### src/cycle_sync_morph_resampler_core_defines.svh
// Assertion macros shared by the cycle morphing resampler RTL.
// Depends on nothing; included by files that carry concurrent assertions.
`ifndef CYCLE_SYNC_MORPH_RESAMPLER_CORE_DEFINES_SVH
`define CYCLE_SYNC_MORPH_RESAMPLER_CORE_DEFINES_SVH

// Same-cycle implication, disabled during reset.
`define CSMR_ASSERT_NOW(label, ck, rs, ante, cons) \
  label: assert property (@(posedge ck) disable iff (rs) (ante) |-> (cons)) \
    else $error("csmr: same-cycle check failed");

// Next-cycle implication, disabled during reset.
`define CSMR_ASSERT_NEXT(label, ck, rs, ante, cons) \
  label: assert property (@(posedge ck) disable iff (rs) (ante) |=> (cons)) \
    else $error("csmr: next-cycle check failed");

`endif

### src/csmr_pkg.sv
// Shared widths, request codes and types of the cycle morphing resampler.
// Depends on nothing; used by the divider and the top level.
package csmr_pkg;

  localparam int SAMPLE_W  = 16;
  localparam int ADDR_W    = 10;
  localparam int LEN_W     = 11;
  localparam int RATIO_W   = 17;
  localparam int FRAC_W    = 16;
  localparam int POS_W     = 26;
  localparam int STEP_W    = 27;
  localparam int IDX_W     = POS_W - FRAC_W;
  localparam int INTERP_W  = 32;
  localparam int MIX_W     = 48;

  localparam logic [RATIO_W-1:0] RATIO_ONE = 17'h10000;

  typedef enum logic [1:0] {
    REQ_LOAD_A  = 2'd0,
    REQ_LOAD_B  = 2'd1,
    REQ_START   = 2'd2,
    REQ_PRODUCE = 2'd3
  } req_t;

  typedef struct packed {
    logic busy;
    logic done;
  } div_status_t;

endpackage

### src/csmr_div.sv
// Restoring divider that produces one quotient bit per cycle.
// Depends on csmr_pkg for its status type.
module csmr_div #(
  parameter int DIVIDEND_W = 27,
  parameter int DIVISOR_W  = 11
) (
  input  logic                     clk,
  input  logic                     rst,
  input  logic                     start,
  input  logic [DIVIDEND_W-1:0]    dividend,
  input  logic [DIVISOR_W-1:0]     divisor,
  output logic [DIVIDEND_W-1:0]    quotient,
  output csmr_pkg::div_status_t    status
);

  localparam int CW = $clog2(DIVIDEND_W + 1);

  logic [DIVISOR_W-1:0]  rem;
  logic [DIVISOR_W-1:0]  dvs;
  logic [DIVIDEND_W-1:0] quo;
  logic [CW-1:0]         cnt;
  logic                  busy;
  logic                  done;
  logic [DIVISOR_W:0]    shifted;
  logic                  fits;

  assign shifted  = {rem, quo[DIVIDEND_W-1]};
  assign fits     = shifted >= {1'b0, dvs};
  assign quotient = quo;
  assign status   = '{busy: busy, done: done};

  always_ff @(posedge clk) begin
    if (rst) begin
      busy <= 1'b0;
      done <= 1'b0;
      cnt  <= '0;
    end else begin
      done <= 1'b0;
      if (start) begin
        busy <= 1'b1;
        cnt  <= CW'(DIVIDEND_W);
      end else if (busy) begin
        cnt <= cnt - CW'(1);
        if (cnt == CW'(1)) begin
          busy <= 1'b0;
          done <= 1'b1;
        end
      end
    end
  end

  always_ff @(posedge clk) begin
    if (start) begin
      quo <= dividend;
      rem <= '0;
      dvs <= divisor;
    end else if (busy) begin
      if (fits) begin
        rem <= DIVISOR_W'(shifted - {1'b0, dvs});
        quo <= {quo[DIVIDEND_W-2:0], 1'b1};
      end else begin
        rem <= shifted[DIVISOR_W-1:0];
        quo <= {quo[DIVIDEND_W-2:0], 1'b0};
      end
    end
  end

endmodule

### config.mk
export PLATFORM = sky130hd
export DESIGN_NAME = csmr_div
export DESIGN_NICKNAME = d
export VERILOG_FILES = /design/src/cycle_sync_morph_resampler_core_defines.svh /design/src/csmr_pkg.sv /design/src/csmr_div.sv
export SDC_FILE = /design/constraint.sdc
export NUM_CORES = 1
export LEC_CHECK = 0
export ABC_AREA = 1
export BUFFER_PORTS_ARGS = -buffer_cell sky130_fd_sc_hd__buf_2
export CAP_MARGIN = 20
export CORE_MARGIN = 1.5
export CORE_UTILIZATION = 45
export CTS_CLUSTER_SIZE = 14
export DETAILED_ROUTE_END_ITERATION = 8
export PLACE_DENSITY = 0.68
export SLEW_MARGIN = 20
export SYNTH_ARGS = -nofsm -noshare
export SYNTH_HDL_FRONTEND = slang
export SYNTH_SLANG_ARGS = --single-unit
### constraint.sdc
create_clock -name clk -period 2.8 [get_ports clk]
set_input_delay 0.14 -clock clk [delete_from_list [all_inputs] [get_ports clk]]
set_output_delay 0.14 -clock clk [all_outputs]
set_load 0.02 [all_outputs]
==> results of run 1 <==
==> Yosys cell counts (2+ instances only) <==
cell type and count:
sky130_fd_sc_hd__nand2_1 156, sky130_fd_sc_hd__inv_1 53, sky130_fd_sc_hd__edfxtp_1 38, sky130_fd_sc_hd__nand3_1 28
sky130_fd_sc_hd__dfxtp_1 18, sky130_fd_sc_hd__nand4_1 14, sky130_fd_sc_hd__nor2_1 14, sky130_fd_sc_hd__ha_1 13
sky130_fd_sc_hd__nand2_2 6, sky130_fd_sc_hd__nand3_2 5, sky130_fd_sc_hd__clkbuf_1 4, sky130_fd_sc_hd__a21oi_1 3
sky130_fd_sc_hd__buf_4 3, sky130_fd_sc_hd__a31oi_1 2, sky130_fd_sc_hd__buf_1 2, sky130_fd_sc_hd__buf_2 2
sky130_fd_sc_hd__inv_2 2, sky130_fd_sc_hd__nor2_2 2, sky130_fd_sc_hd__o21ai_0 2, sky130_fd_sc_hd__xnor2_1 2
sky130_fd_sc_hd__xor2_1 2
==> routing by layer <==
metal,track usage [%],part of all wire [%],vias to the layer above
met5,0,0,-
met4,5.865,1.3,0
met3,4.427,6.9,7
met2,32.28,47,90
met1,25.43,45,1207
li1,-,-,1371
==> cell type report <==
type	count	area (um^2)	area share (%)
clock buffers	5	68.82	1.872
clock inverters	3	26.28	0.7148
repair buffers	82	467.9	12.73
multi-input cells	259	1305	35.50
well taps	80	100.1	2.723
inverters	55	206.4	5.616
flip-flops and latches	56	1501	40.84
==> metrics by stage <==
stage          setup WS, ps  std cells  cell area (um^2)
2_1_floorplan         812.7        384              3102
3_3_place_gp          710.1        522              3481
3_5_place_dp          586.6        522              3481
4_1_cts               569.4        537              3646
5_1_grt               340.7        540              3676
6_report              573.4        540              3676
==> flip-flops by register name, indices dropped and copies added, names as in the netlist <==
signal / flops
busy: 1
cnt: 5
done: 1
dvs: 11
quotient: 27
rem: 11
==> power by group through the flow <==
stage          clock network, mW  registers [mW]  logic, mW
6_report                   0.473           0.994      0.336
5_1_grt                    0.517            1.00      0.377
4_1_cts                    0.484           0.994      0.334
3_5_place_dp                   0            1.01      0.328
3_3_place_gp                   0            1.01      0.324
2_1_floorplan                  0            1.06      0.163
==> worst max-delay path by stage <==
stage / slack [ps] / end
3_3_place_gp: 710 / quotient[0]
2_1_floorplan: 810 / rem[4]
6_report: 570 / quotient[0]
3_5_place_dp: 590 / quotient[0]
4_1_cts: 570 / quotient[0]
5_1_grt: 340 / rem[10]
==> cell families (layout without fill, tap and decap cells) <==
kind of cell | count (synthesis) | after routing | share of synthesized area (%)
buffers and inverters | 69 | 145 | 9.520
and+or+nand+nor | 231 | 231 | 33.04
DFF | 56 | 56 | 48.41
AOI/OAI and AO/OA | 10 | 10 | 2.017
xor gates and xnor gates | 4 | 4 | 1.130
adders and majority gates | 14 | 14 | 5.890
==> timing repair <==
item                      CTS  global route
resized for setup           0             0
hold endpoints to repair    7             3
hold buffers                7             3
setup buffers               0             0
==> impl_results.html, run 1 <==
<table>
<tr><th>Metric</th><th>Value</th></tr>
<tr><th colspan="2">Place</th></tr>
<tr><td>Detail Placement HPWL</td><td>4.788 mm</td></tr>
<tr><td>Number of port buffers</td><td>69</td></tr>
<tr><td>Global placer's final weighted congestion</td><td>0.8849</td></tr>
<tr><th colspan="2">Floorplanning</th></tr>
<tr><td>Core area</td><td>6719 um^2</td></tr>
<tr><td>Initial core utilization</td><td>46.16%</td></tr>
<tr><td>Total die area</td><td>7399 um^2</td></tr>
<tr><td>IO Count</td><td>70</td></tr>
<tr><td>Die width</td><td>86.02 um</td></tr>
<tr><td>Chip height</td><td>86.02 um</td></tr>
<tr><td>Number of placement rows</td><td>30</td></tr>
<tr><th colspan="2">CTS</th></tr>
<tr><td>Clk root buf</td><td>sky130_fd_sc_hd__clkbuf_8</td></tr>
<tr><td>Number of H-tree levels</td><td>2</td></tr>
<tr><td>Later-pin clock latency in the skew report</td><td>320 ps</td></tr>
<tr><td>Clock tree from TritonCTS</td><td>yes</td></tr>
<tr><td>Maximum clock insertion buffer count</td><td>2</td></tr>
<tr><td>Clock-pin slew on the worst setup and hold paths</td><td>110 ps</td></tr>
<tr><td>Number of clock buffers inserted by TritonCTS</td><td>5</td></tr>
<tr><td>Total clock sinks</td><td>56</td></tr>
<tr><th colspan="2">Yosys</th></tr>
<tr><td>Yosys reg bits</td><td>56</td></tr>
<tr><td>Sequential cell area fraction in the yosys report</td><td>48.41%</td></tr>
<tr><td>Number of flops mapped to enable cells by yosys</td><td>38</td></tr>
<tr><td>Main synth FF type</td><td>sky130_fd_sc_hd__edfxtp_1</td></tr>
<tr><td>Library cell occupying the most area in the post-synthesis netlist</td><td>sky130_fd_sc_hd__edfxtp_1</td></tr>
<tr><td>Instance count of the mapped netlist</td><td>384</td></tr>
<tr><td>Post-synth design cell area</td><td>3102 um^2</td></tr>
<tr><td>Mean post-synth cell area</td><td>8.077 um^2</td></tr>
<tr><td>Async SR Flop Fraction</td><td>0%</td></tr>
<tr><td>Most area-consuming cells after synthesis</td><td>sky130_fd_sc_hd__edfxtp_1, sky130_fd_sc_hd__nand2_1, sky130_fd_sc_hd__dfxtp_1</td></tr>
<tr><td>Synthesized net count</td><td>439</td></tr>
<tr><td>Share of the synthesized area in the top cell type</td><td>36.79%</td></tr>
<tr><td>Synth Warn #</td><td>0</td></tr>
<tr><td>Count of cell types in the netlist</td><td>34</td></tr>
<tr><th colspan="2">Timing</th></tr>
<tr><td>RSZ-0062 raised after global routing</td><td>false</td></tr>
<tr><td>Tightest slew margin relative to the limit</td><td>35.50%</td></tr>
<tr><td>Minimum hold slack</td><td>16.51 ps</td></tr>
<tr><td>Max Clock Skew</td><td>8.091 ps</td></tr>
<tr><td>Post-route clock period utilization</td><td>79.52%</td></tr>
<tr><td>Number of max-slew violations in the final report</td><td>0</td></tr>
<tr><td>Final period demand of the worst path</td><td>2227 ps</td></tr>
<tr><td>Maximum operating frequency</td><td>449.1 MHz</td></tr>
<tr><td>Final number of hold-violating endpoints</td><td>0</td></tr>
<tr><td>Final sum of negative setup slack</td><td>0 ps</td></tr>
<tr><td>Final-report setup violation count</td><td>0</td></tr>
<tr><td>Transition time of the tightest slew-check pin</td><td>963.9 ps</td></tr>
<tr><th colspan="2">Detailed routing</th></tr>
<tr><td>Remaining antenna violation count</td><td>0</td></tr>
<tr><td>Total wire length after detailed routing</td><td>6.658 mm</td></tr>
<tr><td>WL/cell</td><td>12.33 um</td></tr>
<tr><td>Count of TritonRoute iterations in the first routing pass</td><td>5</td></tr>
<tr><td>DR vias/cell</td><td>4.954</td></tr>
<tr><td>Total number of vias</td><td>2675</td></tr>
<tr><td>Count of routing violations after the opening detailed-route iteration</td><td>196</td></tr>
<tr><td>Remaining DRCs</td><td>0</td></tr>
<tr><th colspan="2">Global routing</th></tr>
<tr><td>Number of antenna violations at the first check in global routing</td><td>0</td></tr>
<tr><td>Gr usage total</td><td>19.45%</td></tr>
<tr><td>First-pass GRT wire length</td><td>11.46 mm</td></tr>
<tr><td>Total grt overflow</td><td>0</td></tr>
<tr><td>Via count of the first global-routing pass</td><td>2535</td></tr>
<tr><td>Pin count of the biggest net entering global routing</td><td>35</td></tr>
<tr><th colspan="2">Finish</th></tr>
<tr><td>Share of cells above drive strength 1</td><td>21.74%</td></tr>
<tr><td>Inserted Diodes</td><td>0</td></tr>
<tr><td>Most common cell after layout, fill and taps aside</td><td>sky130_fd_sc_hd__nand2_1</td></tr>
<tr><td>Commonest non-fill, non-tap cells in the layout</td><td>sky130_fd_sc_hd__nand2_1, sky130_fd_sc_hd__buf_2, sky130_fd_sc_hd__inv_1, sky130_fd_sc_hd__edfxtp_1, sky130_fd_sc_hd__nand3_1</td></tr>
<tr><td>Util after Layout</td><td>54.71%</td></tr>
<tr><td>Post-synthesis to final-layout area growth</td><td>18.52%</td></tr>
<tr><td>Filler cells</td><td>634</td></tr>
<tr><td>Post-layout net count</td><td>514</td></tr>
<tr><th colspan="2">Critical path</th></tr>
<tr><td>Worst r2r src</td><td>quotient[26]</td></tr>
<tr><td>Crit path arrival time</td><td>2310 ps</td></tr>
<tr><td>Kind of end point of the critical path</td><td>flop</td></tr>
<tr><td>Required time at the endpoint of the critical path</td><td>2890 ps</td></tr>
<tr><td>Max FO, Critical Path</td><td>12</td></tr>
<tr><td>Count of cell instances traversed by the critical path</td><td>10</td></tr>
<tr><td>Family of cells with the greatest summed delay on the critical path</td><td>simple AND/OR/NAND/NOR gates</td></tr>
<tr><td>Slowest-stage cell, CP</td><td>sky130_fd_sc_hd__edfxtp_1</td></tr>
<tr><td>CP Buf/Inv Count</td><td>2</td></tr>
<tr><td>Critical Path Source Type</td><td>flop</td></tr>
<tr><td>Cell-by-cell listing of the critical path</td><td>inv_1 -&gt; ha_1 -&gt; fa_1 -&gt; inv_1 -&gt; nand3_1 -&gt; nand3_1 -&gt; nand2_2 -&gt; nand4_4 -&gt; nand2_1 -&gt; nand2_1</td></tr>
<tr><td>Critical R2R Capture</td><td>quotient[0]</td></tr>
<tr><td>Worst setup path class</td><td>reg2reg</td></tr>
<tr><td>Register-to-register setup slack</td><td>570 ps</td></tr>
<tr><td>Worst stage delay on the critical path</td><td>410 ps</td></tr>
<tr><td>First element of the critical path</td><td>quotient[26]</td></tr>
<tr><td>Number of cells on the worst reg-to-reg path</td><td>10</td></tr>
<tr><th colspan="2">Status</th></tr>
<tr><td>Outcome</td><td>finished clean</td></tr>
<tr><th colspan="2">Power</th></tr>
<tr><td>Logic pwr share</td><td>18.6%</td></tr>
<tr><td>Leakage power</td><td>1.895 nW</td></tr>
<tr><td>Total Power Consumption</td><td>1.802 mW</td></tr>
<tr><td>Power per cell area</td><td>490.2 nW/um^2</td></tr>
<tr><td>Net Switching</td><td>536.4 uW</td></tr>
<tr><td>IR Drop Worst-Case VDD</td><td>0.2932 mV</td></tr>
<tr><td>Net switching fraction of the power</td><td>29.76%</td></tr>
<tr><td>Clock group share of total power</td><td>26.2%</td></tr>
<tr><td>P_int</td><td>1.266 mW</td></tr>
<tr><td>Sequential share of power</td><td>55.1%</td></tr>
<tr><th colspan="2">Hold path</th></tr>
<tr><td>Worst hold-check path type</td><td>in2reg</td></tr>
<tr><td>Hold wc startpoint</td><td>divisor[7]</td></tr>
<tr><td>Worst-case hold path end point</td><td>dvs[7]</td></tr>
<tr><td>Number of cells on the worst hold path</td><td>1</td></tr>
<tr><th colspan="2">Flow run</th></tr>
<tr><td>Max Cap Violations</td><td>0</td></tr>
</table>
No activity file was read; power rests on OpenSTA's default activity.
==> inputs of run 2 (changes only) <==
Settings changed: ABC_AREA 1 to 0, PLACE_DENSITY 0.68 to 0.69.
Clock period 2.8 ns to 2.1 ns, I/O delays scaled along.
==> run 2 against run 1 <==
  * The flow now finishes with violations (setup timing)
  * Worst setup slack worse by 830 ps
  * Fmax down 5.7%
  * Clock power up 29%
  * Wire length down 8.8%
  * Non-clock buffer count up 36
  * First-iteration DRC count down 21%
  * Global-route usage up 0.37 points
  * Sequential power up 35%
  * Critical path depth unchanged
  * Total power up 42%
  * Register-to-register slack worse by 830 ps
  * Critical endpoint is now rem[6]
  * Highest routed layer unchanged
==> impl_results.html, run 2 <==
<table>
<tr><th>Metric</th><th>Value</th></tr>
<tr><th colspan="2">Status</th></tr>
<tr><td>Outcome</td><td>finished, violations left</td></tr>
<tr><td>Violations in the final reports</td><td>setup timing</td></tr>
<tr><th colspan="2">Timing</th></tr>
<tr><td>RSZ-0062 raised after global routing</td><td>true</td></tr>
<tr><td>Least setup slack across all paths after layout</td><td>-260.7 ps</td></tr>
<tr><td>Post-route clock period utilization</td><td>112.4%</td></tr>
<tr><td>Max Clock Skew</td><td>13.23 ps</td></tr>
<tr><td>Number of max-slew violations in the final report</td><td>0</td></tr>
<tr><td>Final-report setup violation count</td><td>12</td></tr>
<tr><td>Tightest slew margin relative to the limit</td><td>41.09%</td></tr>
<tr><td>Final sum of negative setup slack</td><td>-2296 ps</td></tr>
<tr><td>Final period demand of the worst path</td><td>2361 ps</td></tr>
<tr><td>Transition time of the tightest slew-check pin</td><td>883.6 ps</td></tr>
<tr><td>Final number of hold-violating endpoints</td><td>0</td></tr>
<tr><td>Maximum operating frequency</td><td>423.6 MHz</td></tr>
<tr><td>Minimum hold slack</td><td>47.28 ps</td></tr>
<tr><th colspan="2">CTS</th></tr>
<tr><td>Clock tree from TritonCTS</td><td>yes</td></tr>
<tr><td>Number of H-tree levels</td><td>2</td></tr>
<tr><td>Clk root buf</td><td>sky130_fd_sc_hd__clkbuf_8</td></tr>
<tr><td>Maximum clock insertion buffer count</td><td>2</td></tr>
<tr><td>Number of clock buffers inserted by TritonCTS</td><td>5</td></tr>
<tr><td>Total clock sinks</td><td>56</td></tr>
<tr><td>Clock-pin slew on the worst setup and hold paths</td><td>100 ps</td></tr>
<tr><td>Later-pin clock latency in the skew report</td><td>310 ps</td></tr>
<tr><th colspan="2">Detailed routing</th></tr>
<tr><td>Count of TritonRoute iterations in the first routing pass</td><td>4</td></tr>
<tr><td>Count of routing violations after the opening detailed-route iteration</td><td>154</td></tr>
<tr><td>DR vias/cell</td><td>5.140</td></tr>
<tr><td>Remaining antenna violation count</td><td>0</td></tr>
<tr><td>Total number of vias</td><td>2164</td></tr>
<tr><td>Total wire length after detailed routing</td><td>6.073 mm</td></tr>
<tr><td>Remaining DRCs</td><td>0</td></tr>
<tr><td>WL/cell</td><td>14.43 um</td></tr>
<tr><th colspan="2">Place</th></tr>
<tr><td>Cell area reported after detailed placement</td><td>3423 um^2</td></tr>
<tr><td>Number of port buffers</td><td>69</td></tr>
<tr><td>Dpl ws</td><td>-273.3 ps</td></tr>
<tr><td>Global placer's final weighted congestion</td><td>0.8411</td></tr>
<tr><td>Detail Placement HPWL</td><td>4.338 mm</td></tr>
<tr><th colspan="2">Critical path</th></tr>
<tr><td>Required time at the endpoint of the critical path</td><td>2290 ps</td></tr>
<tr><td>Kind of end point of the critical path</td><td>flop</td></tr>
<tr><td>Worst setup path class</td><td>reg2reg</td></tr>
<tr><td>Max FO, Critical Path</td><td>3</td></tr>
<tr><td>Critical Path Source Type</td><td>flop</td></tr>
<tr><td>Register-to-register setup slack</td><td>-260 ps</td></tr>
<tr><td>Crit path arrival time</td><td>2550 ps</td></tr>
<tr><th colspan="2">Power</th></tr>
<tr><td>IR Drop Worst-Case VDD</td><td>0.4114 mV</td></tr>
<tr><td>Power per cell area</td><td>685.9 nW/um^2</td></tr>
<tr><td>Leakage power</td><td>1.637 nW</td></tr>
<tr><th colspan="2">Floorplanning</th></tr>
<tr><td>Core area</td><td>5956 um^2</td></tr>
<tr><td>IO Count</td><td>70</td></tr>
<tr><td>Total die area</td><td>6673 um^2</td></tr>
<tr><td>Initial core utilization</td><td>46.79%</td></tr>
<tr><td>Chip height</td><td>81.69 um</td></tr>
<tr><td>Number of placement rows</td><td>28</td></tr>
<tr><td>Die width</td><td>81.69 um</td></tr>
<tr><th colspan="2">Yosys</th></tr>
<tr><td>Sequential cell area fraction in the yosys report</td><td>53.88%</td></tr>
<tr><td>Main synth FF type</td><td>sky130_fd_sc_hd__edfxtp_1</td></tr>
<tr><td>Synthesized net count</td><td>286</td></tr>
<tr><td>Yosys reg bits</td><td>56</td></tr>
<tr><td>Async SR Flop Fraction</td><td>0%</td></tr>
<tr><td>Library cell occupying the most area in the post-synthesis netlist</td><td>sky130_fd_sc_hd__edfxtp_1</td></tr>
<tr><td>Most area-consuming cells after synthesis</td><td>sky130_fd_sc_hd__edfxtp_1, sky130_fd_sc_hd__dfxtp_1, sky130_fd_sc_hd__mux2_2</td></tr>
<tr><td>Instance count of the mapped netlist</td><td>231</td></tr>
<tr><td>Share of the synthesized area in the top cell type</td><td>40.95%</td></tr>
<tr><td>Number of flops mapped to enable cells by yosys</td><td>38</td></tr>
<tr><td>Synth Warn #</td><td>0</td></tr>
<tr><td>Most common library cells after synthesis</td><td>sky130_fd_sc_hd__edfxtp_1, sky130_fd_sc_hd__mux2_2, sky130_fd_sc_hd__nor2_1</td></tr>
<tr><td>Post-synth design cell area</td><td>2786 um^2</td></tr>
<tr><td>Count of cell types in the netlist</td><td>42</td></tr>
<tr><td>Mean post-synth cell area</td><td>12.06 um^2</td></tr>
<tr><td>Most repeated cell in the gate-level netlist after synthesis</td><td>sky130_fd_sc_hd__edfxtp_1</td></tr>
<tr><th colspan="2">Finish</th></tr>
<tr><td>Inserted Diodes</td><td>0</td></tr>
<tr><td>Design Area, Final</td><td>3736 um^2</td></tr>
<tr><td>Share of cells above drive strength 1</td><td>45.09%</td></tr>
<tr><td>Post-synthesis to final-layout area growth</td><td>34.08%</td></tr>
<tr><td>Flip-flop count of the largest register, all copies and words added</td><td>27</td></tr>
<tr><td>Commonest non-fill, non-tap cells in the layout</td><td>sky130_fd_sc_hd__buf_2, sky130_fd_sc_hd__edfxtp_1, sky130_fd_sc_hd__buf_4, sky130_fd_sc_hd__mux2_2, sky130_fd_sc_hd__nor2_1</td></tr>
<tr><td>Post-layout net count</td><td>400</td></tr>
<tr><td>Most common cell after layout, fill and taps aside</td><td>sky130_fd_sc_hd__buf_2</td></tr>
<tr><th colspan="2">Global routing</th></tr>
<tr><td>Total grt overflow</td><td>0</td></tr>
<tr><td>First-pass GRT wire length</td><td>9.956 mm</td></tr>
<tr><td>Pin count of the biggest net entering global routing</td><td>44</td></tr>
<tr><td>Via count of the first global-routing pass</td><td>2138</td></tr>
<tr><td>Number of antenna violations at the first check in global routing</td><td>0</td></tr>
<tr><td>Gr usage total</td><td>19.82%</td></tr>
<tr><th colspan="2">Hold path</th></tr>
<tr><td>Worst hold-check path type</td><td>in2reg</td></tr>
<tr><th colspan="2">Flow run</th></tr>
<tr><td>Max Cap Violations</td><td>0</td></tr>
</table>
[run 2: cell types whose count changed in the layout (fill, tap and decap cells not counted), moves of 4 or more]
cell,delta
sky130_fd_sc_hd__nand2_2,-6
sky130_fd_sc_hd__a21oi_1,+4
sky130_fd_sc_hd__buf_6,+4
sky130_fd_sc_hd__nor2_1,+10
sky130_fd_sc_hd__nand3_2,-5
sky130_fd_sc_hd__nand2_1,-145
sky130_fd_sc_hd__mux2_2,+27
sky130_fd_sc_hd__buf_4,+30
sky130_fd_sc_hd__nand2b_1,+4
sky130_fd_sc_hd__nand4_1,-12
sky130_fd_sc_hd__xor2_1,+5
sky130_fd_sc_hd__nand3_1,-27
sky130_fd_sc_hd__inv_1,-38
[run 2: metal layers]
| layer | vias up | track usage [%] | share of wire, % |
|---|---|---|---|
| met5 | - | 0 | 0 |
| met4 | 0 | 4.068 | 0.86 |
| met3 | 4 | 5.000 | 5.5 |
| met2 | 56 | 33.64 | 48 |
| met1 | 1027 | 25.69 | 46 |
| li1 | 1077 | - | - |
[run 2: timing repair]
action                                  in CTS  in global routing
setup buffers                                4                  2
pin swaps                                    9                 10
gates resized for setup                      9                  6
hold buffers                                11                  0
endpoints found under the setup margin      12                 12
endpoints found under the hold margin       11                  0
[run 2: worst paths after layout]
| check | start | to | cells after the start |
|---|---|---|---|
| max | quotient[26] | rem[6] | 10 |
| max reg2reg | quotient[26] | rem[6] | 10 |
| min | rst | cnt[4] | 2 |
| min reg2reg | rem[10] | rem[10] | 2 |
[run 2: final cells by class]
cell class	count	area (um^2)
Sequential cell	56	1501
Fill cell	487	2220
Clock inverter	1	7.507
Tap cell	75	93.84
Inverter	16	60.06
Clock buffer	7	86.33
Multi-Input combinational cell	148	1219
Timing Repair Buffer	118	768.2
[run 2: kinds of logic after synthesis]
group	count (synthesis)	share of synthesized area [%]
AO/OA/AOI/OAI	42	11.49
multiplexers	28	11.45
XOR/XNOR	10	3.143
buffers and inverters	27	4.311
flip-flops	56	53.88
adder cells (fa/ha/maj)	14	6.556
AND/OR/NAND/NOR	54	9.160
[run 2: metrics by stage]
step / utilization [%] / std cells / total power, mW
after detailed placement: 57.48 / 396 / 1.929
after global routing: 62.73 / 421 / 2.686
after global placement: 57.48 / 396 / 1.920
after CTS: 62.04 / 419 / 2.558
final: 62.73 / 421 / 2.563
after floorplan: - / 231 / 1.700
[run 2: power by group]
part | switching, mW | internal (mW)
Sequential | 0.0538 | 1.29
Combinational | 0.314 | 0.297
Clock | 0.341 | 0.269
[run 2: worst max-delay path, cell delays in order (launching register included)]
cell and delay, ps:
sky130_fd_sc_hd__edfxtp_1 420, sky130_fd_sc_hd__inv_2 100, sky130_fd_sc_hd__ha_4 140, sky130_fd_sc_hd__fa_2 190, sky130_fd_sc_hd__and2b_1 200, sky130_fd_sc_hd__o31a_4 340, sky130_fd_sc_hd__buf_6 120, sky130_fd_sc_hd__o21a_1 170
sky130_fd_sc_hd__nor2_1 120, sky130_fd_sc_hd__xnor2_1 100, sky130_fd_sc_hd__o311a_1 340
